**src/design/hrf_pkg.sv**
```systemverilog
// ---------------------------------------------------------------------------
// hrf_pkg
// Shared types, constants and helpers for the HSV to RGB565 fog pipeline.
// ---------------------------------------------------------------------------
package hrf_pkg;

	localparam int FOG_DEPTHS_DEF = 8;

	localparam logic [7:0] SECTOR_SPAN = 8'd43;
	localparam logic [3:0] REM_SCALE   = 4'd6;
	localparam logic [7:0] FULL_LEVEL  = 8'd255;
	localparam logic [7:0] FOG_STEP    = 8'd34;
	localparam logic [4:0] MASK5       = 5'h1F;
	localparam logic [5:0] MASK6       = 6'h3F;

	// hue sector codes
	localparam logic [2:0] REG_RED_YEL = 3'd0;
	localparam logic [2:0] REG_YEL_GRN = 3'd1;
	localparam logic [2:0] REG_GRN_CYN = 3'd2;
	localparam logic [2:0] REG_CYN_BLU = 3'd3;
	localparam logic [2:0] REG_BLU_MAG = 3'd4;
	localparam logic [2:0] REG_MAG_RED = 3'd5;

	typedef struct packed {
		logic [2:0] fog_level;
		logic [7:0] brightness;
		logic [7:0] saturation;
		logic [7:0] hue;
	} pix_in_t;

	// after sector split
	typedef struct packed {
		logic [2:0]  region;
		logic [7:0]  rem;
		logic [7:0]  sat;
		logic [7:0]  val;
		logic [2:0]  fog;
		logic [15:0] p_prod;
	} sect_t;

	// after the scaled saturation terms
	typedef struct packed {
		logic [2:0] region;
		logic [7:0] sq;
		logic [7:0] st;
		logic [7:0] p;
		logic [7:0] val;
		logic [2:0] fog;
	} sterm_t;

	// channel levels ready for selection
	typedef struct packed {
		logic [2:0] region;
		logic [7:0] p;
		logic [7:0] q;
		logic [7:0] t;
		logic [7:0] val;
		logic [2:0] fog;
	} lvl_t;

	function automatic logic [7:0] fog_scale(input logic [2:0] lvl);
		logic [8:0] prod;
		prod = 9'(lvl) * 9'(FOG_STEP);
		return 8'(9'(FULL_LEVEL) - prod);
	endfunction

endpackage

```
**src/design/hrf_sector.sv**
```systemverilog
// ---------------------------------------------------------------------------
// hrf_sector
// First stage: hue sector, scaled remainder and the p product.
// ---------------------------------------------------------------------------
module hrf_sector (
	input  logic             clk,
	input  logic             arst_n,
	input  logic             in_valid,
	output logic             in_ready,
	input  hrf_pkg::pix_in_t in_data,
	output logic             out_valid,
	input  logic             out_ready,
	output hrf_pkg::sect_t   out_data
);

	logic           valid_s1;
	hrf_pkg::sect_t data_s1;
	hrf_pkg::sect_t nxt;
	logic [2:0]     region;
	logic [7:0]     base_h;
	logic [5:0]     off;
	logic           en;

	// compare chain in place of a divide by 43
	always_comb begin
		if (in_data.hue >= 8'd215) begin
			region = hrf_pkg::REG_MAG_RED;
		end else if (in_data.hue >= 8'd172) begin
			region = hrf_pkg::REG_BLU_MAG;
		end else if (in_data.hue >= 8'd129) begin
			region = hrf_pkg::REG_CYN_BLU;
		end else if (in_data.hue >= 8'd86) begin
			region = hrf_pkg::REG_GRN_CYN;
		end else if (in_data.hue >= 8'd43) begin
			region = hrf_pkg::REG_YEL_GRN;
		end else begin
			region = hrf_pkg::REG_RED_YEL;
		end
		base_h = 8'(11'(region) * 11'(hrf_pkg::SECTOR_SPAN));
		off = 6'(in_data.hue - base_h);
		nxt.region = region;
		nxt.rem    = 8'(9'(off) * 9'(hrf_pkg::REM_SCALE));
		nxt.sat    = in_data.saturation;
		nxt.val    = in_data.brightness;
		nxt.fog    = in_data.fog_level;
		nxt.p_prod = in_data.brightness * (hrf_pkg::FULL_LEVEL - in_data.saturation);
	end

	assign en       = !valid_s1 || out_ready;
	assign in_ready = en;

	always_ff @(posedge clk or negedge arst_n) begin
		if (!arst_n) begin
			valid_s1 <= 1'b0;
		end else if (en) begin
			valid_s1 <= in_valid;
		end
	end

	always_ff @(posedge clk) begin
		if (en && in_valid) begin
			data_s1 <= nxt;
		end
	end

	assign out_valid = valid_s1;
	assign out_data  = data_s1;

endmodule

```
**src/design/hrf_level.sv**
```systemverilog
// ---------------------------------------------------------------------------
// hrf_level
// Two stages: saturation-scaled terms, then the q and t levels.
// ---------------------------------------------------------------------------
module hrf_level (
	input  logic           clk,
	input  logic           arst_n,
	input  logic           in_valid,
	output logic           in_ready,
	input  hrf_pkg::sect_t in_data,
	output logic           out_valid,
	input  logic           out_ready,
	output hrf_pkg::lvl_t  out_data
);

	logic            valid_s2, valid_s3;
	hrf_pkg::sterm_t data_s2;
	hrf_pkg::lvl_t   data_s3;
	logic            en2, en3;
	logic [15:0]     prod_q, prod_t;
	logic [15:0]     lvl_q, lvl_t;

	assign en3      = !valid_s3 || out_ready;
	assign en2      = !valid_s2 || en3;
	assign in_ready = en2;

	assign prod_q = in_data.sat * in_data.rem;
	assign prod_t = in_data.sat * (hrf_pkg::FULL_LEVEL - in_data.rem);
	assign lvl_q  = data_s2.val * (hrf_pkg::FULL_LEVEL - data_s2.sq);
	assign lvl_t  = data_s2.val * (hrf_pkg::FULL_LEVEL - data_s2.st);

	always_ff @(posedge clk or negedge arst_n) begin
		if (!arst_n) begin
			valid_s2 <= 1'b0;
			valid_s3 <= 1'b0;
		end else begin
			if (en2) begin
				valid_s2 <= in_valid;
			end
			if (en3) begin
				valid_s3 <= valid_s2;
			end
		end
	end

	always_ff @(posedge clk) begin
		if (en2 && in_valid) begin
			data_s2.region <= in_data.region;
			data_s2.sq     <= prod_q[15:8];
			data_s2.st     <= prod_t[15:8];
			data_s2.p      <= in_data.p_prod[15:8];
			data_s2.val    <= in_data.val;
			data_s2.fog    <= in_data.fog;
		end
		if (en3 && valid_s2) begin
			data_s3.region <= data_s2.region;
			data_s3.p      <= data_s2.p;
			data_s3.q      <= lvl_q[15:8];
			data_s3.t      <= lvl_t[15:8];
			data_s3.val    <= data_s2.val;
			data_s3.fog    <= data_s2.fog;
		end
	end

	assign out_valid = valid_s3;
	assign out_data  = data_s3;

endmodule

```
**src/design/hrf_fog.sv**
```systemverilog
// ---------------------------------------------------------------------------
// hrf_fog
// Two stages: channel select and RGB565 pack, then fog attenuation.
// ---------------------------------------------------------------------------
module hrf_fog #(
	parameter int FOG_DEPTHS = hrf_pkg::FOG_DEPTHS_DEF
) (
	input  logic          clk,
	input  logic          arst_n,
	input  logic          in_valid,
	output logic          in_ready,
	input  hrf_pkg::lvl_t in_data,
	output logic          out_valid,
	input  logic          out_ready,
	output logic [15:0]   base_color,
	output logic [15:0]   fogged_color
);

	localparam logic [3:0] DEPTH_W = 4'(FOG_DEPTHS);
	localparam logic [2:0] LAST_LV = 3'(FOG_DEPTHS - 1);

	logic        valid_s4, valid_s5;
	logic [15:0] base_s4;
	logic [7:0]  k_s4;
	logic [15:0] base_s5, fog_s5;
	logic        en4, en5;
	logic [7:0]  r, g, b;
	logic [2:0]  lvl;
	logic [12:0] r_m, b_m;
	logic [13:0] g_m;

	assign en5      = !valid_s5 || out_ready;
	assign en4      = !valid_s4 || en5;
	assign in_ready = en4;

	always_comb begin
		case (in_data.region)
			hrf_pkg::REG_RED_YEL: begin
				r = in_data.val; g = in_data.t;   b = in_data.p;
			end
			hrf_pkg::REG_YEL_GRN: begin
				r = in_data.q;   g = in_data.val; b = in_data.p;
			end
			hrf_pkg::REG_GRN_CYN: begin
				r = in_data.p;   g = in_data.val; b = in_data.t;
			end
			hrf_pkg::REG_CYN_BLU: begin
				r = in_data.p;   g = in_data.q;   b = in_data.val;
			end
			hrf_pkg::REG_BLU_MAG: begin
				r = in_data.t;   g = in_data.p;   b = in_data.val;
			end
			default: begin
				r = in_data.val; g = in_data.p;   b = in_data.q;
			end
		endcase
		// levels past the last depth saturate
		if ({1'b0, in_data.fog} >= DEPTH_W) begin
			lvl = LAST_LV;
		end else begin
			lvl = in_data.fog;
		end
	end

	assign r_m = base_s4[15:11] * k_s4;
	assign g_m = base_s4[10:5] * k_s4;
	assign b_m = base_s4[4:0] * k_s4;

	always_ff @(posedge clk or negedge arst_n) begin
		if (!arst_n) begin
			valid_s4 <= 1'b0;
			valid_s5 <= 1'b0;
		end else begin
			if (en4) begin
				valid_s4 <= in_valid;
			end
			if (en5) begin
				valid_s5 <= valid_s4;
			end
		end
	end

	always_ff @(posedge clk) begin
		if (en4 && in_valid) begin
			base_s4 <= {r[7:3], g[7:2], b[7:3]};
			k_s4    <= hrf_pkg::fog_scale(lvl);
		end
		if (en5 && valid_s4) begin
			base_s5 <= base_s4;
			fog_s5  <= {r_m[12:8] & hrf_pkg::MASK5, g_m[13:8] & hrf_pkg::MASK6,
				b_m[12:8] & hrf_pkg::MASK5};
		end
	end

	assign out_valid    = valid_s5;
	assign base_color   = base_s5;
	assign fogged_color = fog_s5;

endmodule

```
**src/design/hsv_to_rgb565_fog.sv**
```systemverilog
// path: an input pixel is registered through stages s1 to s5 to the master side
// throughput: one pixel per cycle; each of the five stages holds while the
//   stage after it is full and stalled, and accepts again once it drains
// reset: arst_n clears all stage valid bits asynchronously; data is not reset
// ---------------------------------------------------------------------------
// hsv_to_rgb565_fog
// HSV to RGB565 conversion with a fogged copy of each pixel.
// ---------------------------------------------------------------------------
module hsv_to_rgb565_fog #(
	parameter int FOG_DEPTHS = hrf_pkg::FOG_DEPTHS_DEF
) (
	input  logic        clk,
	input  logic        arst_n,
	input  logic        s_axis_tvalid,
	output logic        s_axis_tready,
	input  logic [31:0] s_axis_tdata,  // hue, saturation, brightness, fog_level, pad
	output logic        m_axis_tvalid,
	input  logic        m_axis_tready,
	output logic [31:0] m_axis_tdata   // base_color, fogged_color
);

	hrf_pkg::pix_in_t pix;
	hrf_pkg::sect_t   sect;
	hrf_pkg::lvl_t    lvl;
	logic             sect_valid, sect_ready;
	logic             lvl_valid, lvl_ready;
	logic [15:0]      base_color, fogged_color;

	assign pix = hrf_pkg::pix_in_t'(s_axis_tdata[26:0]);

	hrf_sector u_sector (
		.clk       (clk),
		.arst_n    (arst_n),
		.in_valid  (s_axis_tvalid),
		.in_ready  (s_axis_tready),
		.in_data   (pix),
		.out_valid (sect_valid),
		.out_ready (sect_ready),
		.out_data  (sect)
	);

	hrf_level u_level (
		.clk       (clk),
		.arst_n    (arst_n),
		.in_valid  (sect_valid),
		.in_ready  (sect_ready),
		.in_data   (sect),
		.out_valid (lvl_valid),
		.out_ready (lvl_ready),
		.out_data  (lvl)
	);

	hrf_fog #(
		.FOG_DEPTHS (FOG_DEPTHS)
	) u_fog (
		.clk          (clk),
		.arst_n       (arst_n),
		.in_valid     (lvl_valid),
		.in_ready     (lvl_ready),
		.in_data      (lvl),
		.out_valid    (m_axis_tvalid),
		.out_ready    (m_axis_tready),
		.base_color   (base_color),
		.fogged_color (fogged_color)
	);

	assign m_axis_tdata = {fogged_color, base_color};

`ifndef NO_ASSERTIONS
	// a ready sink never backs up the pipeline
	a_no_block: assert property (@(posedge clk) disable iff (!arst_n)
		m_axis_tready |-> s_axis_tready)
		else $error("pipeline blocked while sink ready");

	// an accepted pixel always lands in the first stage
	a_enter: assert property (@(posedge clk) disable iff (!arst_n)
		(s_axis_tvalid && s_axis_tready) |=> sect_valid)
		else $error("input transfer lost");

	// fog only darkens each channel
	a_fog_dark: assert property (@(posedge clk) disable iff (!arst_n)
		m_axis_tvalid |-> (fogged_color[15:11] <= base_color[15:11]) &&
			(fogged_color[10:5] <= base_color[10:5]) &&
			(fogged_color[4:0] <= base_color[4:0]))
		else $error("fogged channel brighter than base");
`endif

endmodule
```
**config.mk**
```make
export PLATFORM = sky130hd
export DESIGN_NAME = hsv_to_rgb565_fog
export DESIGN_NICKNAME = d
export VERILOG_FILES = /design/src/design/hrf_pkg.sv /design/src/design/hrf_sector.sv /design/src/design/hrf_level.sv /design/src/design/hrf_fog.sv /design/src/design/hsv_to_rgb565_fog.sv
export SDC_FILE = /design/constraint.sdc
export NUM_CORES = 1
export LEC_CHECK = 0
export ABC_CLOCK_PERIOD_IN_PS = 6800
export BUFFER_PORTS_ARGS = -buffer_cell sky130_fd_sc_hd__buf_2
export CAP_MARGIN = 25
export CORE_MARGIN = 10
export CORE_UTILIZATION = 33
export DETAILED_ROUTE_END_ITERATION = 6
export PLACE_DENSITY = 0.48
export SLEW_MARGIN = 20
export SYNTH_ARGS = -nofsm -noshare
export SYNTH_HDL_FRONTEND = slang
export SYNTH_SLANG_ARGS = --single-unit
```
**constraint.sdc**
```tcl
create_clock -name clk -period 6.8 [get_ports clk]
set_input_delay 0.34 -clock clk [delete_from_list [all_inputs] [get_ports clk]]
set_output_delay 0.34 -clock clk [all_outputs]
set_load 0.005 [all_outputs]
```
* Word level (Yosys, flattened, before mapping)
Cells that the tools add are included.
** Operators by class
- Magnitude comparators :: 5
- $add $sub $neg :: 6
- Multiply operators :: 11
- Mux-type cells :: 8
- Reduce and logical (&&, ||, !) cells :: 20
- Eq/ne operators :: 4
** Operator list (number)
- 8-bit one-hot mux with 3 select lines :: 3
- 8-bit by 16-bit multiplier with 16-bit output :: 4
- 8-bit by 8-bit subtractor with 9-bit output, first input constant :: 4
- 5-bit by 8-bit multiplier with 13-bit output :: 2
- 8-bit greater-or-equal comparator, second input constant :: 3
- 8-bit by 7-bit multiplier with 15-bit output :: 1
- 6-bit by 8-bit multiplier with 14-bit output :: 1
- 3-bit two-way mux :: 4
- 8-bit by 6-bit greater-or-equal comparator with 1-bit output, second input constant :: 1
- 8-bit by 7-bit greater-or-equal comparator with 1-bit output, second input constant :: 1
- 2-bit OR reduction :: 4
- 8-bit subtractor, first input constant :: 1
- 3-bit by 5-bit multiplier with 7-bit output, second input constant :: 1
- 6-bit by 2-bit multiplier with 7-bit output, second input constant :: 1
- 3-bit by 2-bit equality test with 1-bit output, second input constant :: 2
- 3-bit by 6-bit multiplier with 6-bit output, second input constant :: 1
- 6-bit subtractor :: 1
- 1-bit logical AND :: 5
- 1-bit zero test :: 5
- 1-bit logical OR :: 5
- 3-bit by 1-bit equality test with 1-bit output, second input constant :: 1
- 3-bit equality test, second input constant :: 1
- 3-bit zero test :: 1
- 1-bit two-way mux :: 1
** Storage, ports and cells
- Bits in registers :: 182
- Output and inout port bits :: 34

* Longest topological paths before layout
- Depth after elaboration :: 9
- Mapped depth :: 18

* By module
From an unflattened synthesis, not the netlist that was laid out.
** Unflattened totals
- Cell total of the unflattened synthesis :: 1884
- Area total of the unflattened synthesis :: 19791.5 um^2
** By module, submodules not included
- hrf_level :: seq. area each 2332.2 um^2, cells each 1002, area an instance 10402.5 um^2, times used 1
- hrf_fog :: seq. area each 1581.5 um^2, cells each 502, area an instance 5193.7 um^2, times used 1
- hrf_sector :: seq. area each 1376.3 um^2, cells each 380, area an instance 4195.3 um^2, times used 1

* Worst setup path before layout
No wires, ideal clock.
- Path type :: reg-to-reg
- Start point :: reg u_level.data_s2[7] in the netlist's numbering
- End point :: reg u_level.data_s3, in the netlist u_level.out_data[16], data pin
- Clock period less this slack :: 4680 ps
- Setup time :: 137 ps
- Data required time :: 6663 ps
- Data arrival time :: 4543 ps
- Stages on the path, launching flop included :: 16
- Slack :: 2120 ps
- Cell sequence :: edfxtp_1 > clkbuf_1 > nor2b_1 > fa_1 > fa_1 > inv_1 > fa_1 > fa_1 > inv_1 > ha_1 > a2111oi_0 > a221oi_1 > o21a_1 > o21a_1 > or4b_1 > nand4_1
** Between the ends
- Cells in the longest elaborated chain, start to end :: 1
** Ends and longest elaborated chain
- start, declared :: RTL line hrf_level.sv:17 : hrf_pkg::sterm_t data_s2;
- 8-bit by 16-bit multiplier with 16-bit output :: RTL line hrf_level.sv:30 : assign lvl_t = data_s2.val * (hrf_pkg::FULL_LEVEL - data_s2.st);
- named net u_level.lvl_t[13] :: RTL line hrf_level.sv:21 : logic [15:0] lvl_q, lvl_t;
- end, declared :: RTL line hrf_level.sv:18 : hrf_pkg::lvl_t data_s3;
The timed path passes the listed nets, and every way through them passes these cells.
A chain may end at the register's enable or synchronous reset.

* Worst setup path in the final report
Same ends and word-level chain as after synthesis.

==> impl_metrics.ini <==
[synthesis]
synth_cell_type_count = 60
syn_nets = 2166
syn-instance-count = 1674
ys_ff_latch = 157
synth.area.top_cells = edfxtp_1 25%, fa_1 25%, ha_1 16%, inv_1 6.5%, nor2b_1 4.7%
async_flop_share = 0.03185
synth_area_um2 = 17970
synth.top_cell.area_share = 0.2540
yosysSeqAreaShare = 0.2610
yosysWarnings = 0
synth.avg_cell_area_um2 = 10.73
synth_top_area_cell = edfxtp_1
synth_edf_count = 152
ys.flop_type = edfxtp_1

[worst_setup_path]
path_cells = nor2b_1, fa_1, fa_1, inv_1, fa_1, fa_1, inv_1, ha_1, a2111oi_0, a221oi_1, o21a_1, o21a_1, or4b_1, nand4_1
critPathTopFamily = adder cells
crit_buf_inv = 2
timing.critical_path.mode_cell = fa_1
timing_worst_setup_path_type = flip-flop to flip-flop
start_kind = flip-flop
arrival_ns = 5.43
crit_fanout = 17
crit_slowest_cell = edfxtp_1
cpPeakStageDelay_ns = 0.70
critPathRequiredTime_ns = 7.13
end_kind = flip-flop

[global_routing]
grt_antenna_before_repair = 0
grt_max_degree = 37
grt_first_pass_wirelength_um = 61890
grt_pass1_vias = 12220
track_usage = 0.1195
overflow = 0

[final_layout]
drive_gt1_frac = 0.07295
final_common_cell = inv_1
fin_nets = 2220
fin_cells = 2437
areaGrowthSynthToFinish_pct = 9.532
mostFrequentLayoutCells = 310 x inv_1, 234 x ha_1, 222 x fa_1
fin_util = 0.3650
diodes = 0

[routing]
drtPass1Iterations = 4
detail_route.wirelength_um = 35700
drc = 0
viasPerCell = 4.600
ant_nets = 0
wl_per_cell_um = 14.65
num_vias = 11210
initialDrtViolationCount = 368

[cts]
htreeDepth = 4
clock_latency_ns = 0.47
cts_buffers = 17
cts_sinks = 157
tritoncts = yes
clock-root-buffer = clkbuf_16
cts_setup_buffers = 0
path_clk_slew_ns = 0.07
cts_buffer_depth = 2

[sta]
rsz0062_at_grt = no
clock_skew_ns = 0.02314
setup_tns_ns = 0
fmax_mhz = 196.3
drv_slew = 0
worst_pin_slew_ns = 0.9894
hold_viol = 0
layout_setup_ws_ns = 1.706
setup_violations = 0
min_period_ns = 5.094
max_slew_margin = 0.3404
fin_crit_sh = 0.7492

[floorplanning]
die_w_um = 253.4
core_um2 = 53920
dieArea_um2 = 64190
die_h_um = 253.4
io_pins = 70
fp-row-count = 85
start_util = 0.3333

[hold_path]
min_path_type = primary input to flip-flop

[place]
dp_cells = 2404
io_buffers = 64
globalplace.congestion = 0.7973
dp_hpwl_um = 28290
dp_slack_ns = 1.653

[flow_run]
max-cap-violations = 0

[outcome]
status = complete, no violations
-- synth_stat cells (2+ instances only) --
cell / number
a21oi_1: 60
o31ai_1: 2
nor3b_1: 2
o311a_1: 4
o21ai_1: 5
o221ai_1: 2
o22ai_1: 9
o2111ai_1: 2
inv_1: 310
a221oi_1: 2
a211oi_1: 11
nand2b_1: 129
clkbuf_1: 33
or3_1: 5
mux2_2: 14
nand3_1: 6
nand2_1: 63
a41oi_1: 2
edfxtp_1: 152
a2111oi_0: 2
o21a_1: 10
o21bai_1: 4
xnor2_1: 35
a31oi_1: 3
and2_1: 60
or4b_1: 2
nor2b_1: 135
nand4_1: 7
a31o_2: 3
nor2_1: 27
fa_1: 222
dfrtp_1: 5
o211ai_1: 2
xor2_1: 20
buf_1: 2
ha_1: 234
a21boi_0: 2
mux2i_1: 15
nor3_1: 8
o21ai_0: 20
a21o_1: 19
and4_1: 6
-- flip-flops by register name, summed over array words and instances, names as in the netlist, 3 cells and up --
| register | cells |
|---|---|
| u_sector.out_data | 35 |
| u_fog.fogged_color | 16 |
| u_level.out_data | 30 |
| u_level.data_s2 | 36 |
| u_fog.base_color | 16 |
| u_fog.base_s4 | 16 |
| u_fog.k_s4 | 3 |
-- worst register-to-register path: cells and delay by family, from the launching register on --
kind / cells / cell delay [ns]
and+or+nand+nor: 3 / 0.84
buffers and inverters: 2 / 0.09
AOI/OAI and AO/OA: 4 / 1.03
DFF: 1 / 0.70
adders and majority gates: 5 / 2.32
-- through the flow --
step / cell area (um^2) / hold WS [ns]
floorplan: 17970 / 0.04441
global placement: 19070 / 0.1577
detailed placement: 19070 / 0.1627
CTS: 19680 / 0.007026
global route: 19680 / 0.01808
finish: 19680 / 0.04619
-- layout make-up --
cell class	count	area, um^2
clock buffers	17	425.4
inverters	311	1167
well taps	696	870.8
fillers	5336	34240
multi-input cells	1170	11980
clock inverters	15	175.2
flip-flops and latches	157	4690
repair buffers	71	375.4
-- routing by layer --
metal / track usage / wire (um) / vias to the layer above
met5: 0 / 0 / -
met4: 0.03011 / 451 / 0
met3: 0.02163 / 776 / 28
met2: 0.2010 / 17040 / 84
met1: 0.1555 / 17430 / 5555
li1: - / - / 5543
-- final timing paths --
path                                                from                              end  slack, ns  cells after the start
setup / recovery            u_level.data_s2[7]$_DFFE_PP_   u_level.out_data[16]$_DFFE_PP_       1.71                     14
hold / removal                          s_axis_tdata[26]  u_sector.out_data[18]$_DFFE_PP_       0.05                      1
setup reg to reg            u_level.data_s2[7]$_DFFE_PP_   u_level.out_data[16]$_DFFE_PP_       1.71                     14
hold reg to reg            u_level.data_s2[36]$_DFFE_PP_   u_level.out_data[36]$_DFFE_PP_       0.42                      0
max in group asynchronous                         arst_n      u_fog.out_valid$_DFFE_PN0P_       6.45                      2
min in group asynchronous                         arst_n     u_level.valid_s2$_DFFE_PN0P_       0.22                      2
-- what timing repair did --
action | in CTS | in global routing
gates resized for setup | 0 | 0
hold buffers | 1 | 0
hold endpoints to repair | 5 | 0
-- kinds of logic (layout without fill, tap and decap cells) --
| group | after synthesis | in the layout | share of synthesized area |
|---|---|---|---|
| simple gates | 457 | 457 | 0.1475 |
| fa+ha+maj | 456 | 456 | 0.4102 |
| buf+inv | 347 | 414 | 0.07290 |
| compound gates | 171 | 171 | 0.06232 |
| flops | 157 | 157 | 0.2610 |
| xor+xnor | 56 | 56 | 0.02813 |
| mux | 30 | 30 | 0.01789 |
Power is left out: the tool's default activity adds up to more than one toggle a clock period on the data nets, which glitch-free logic cannot reach.
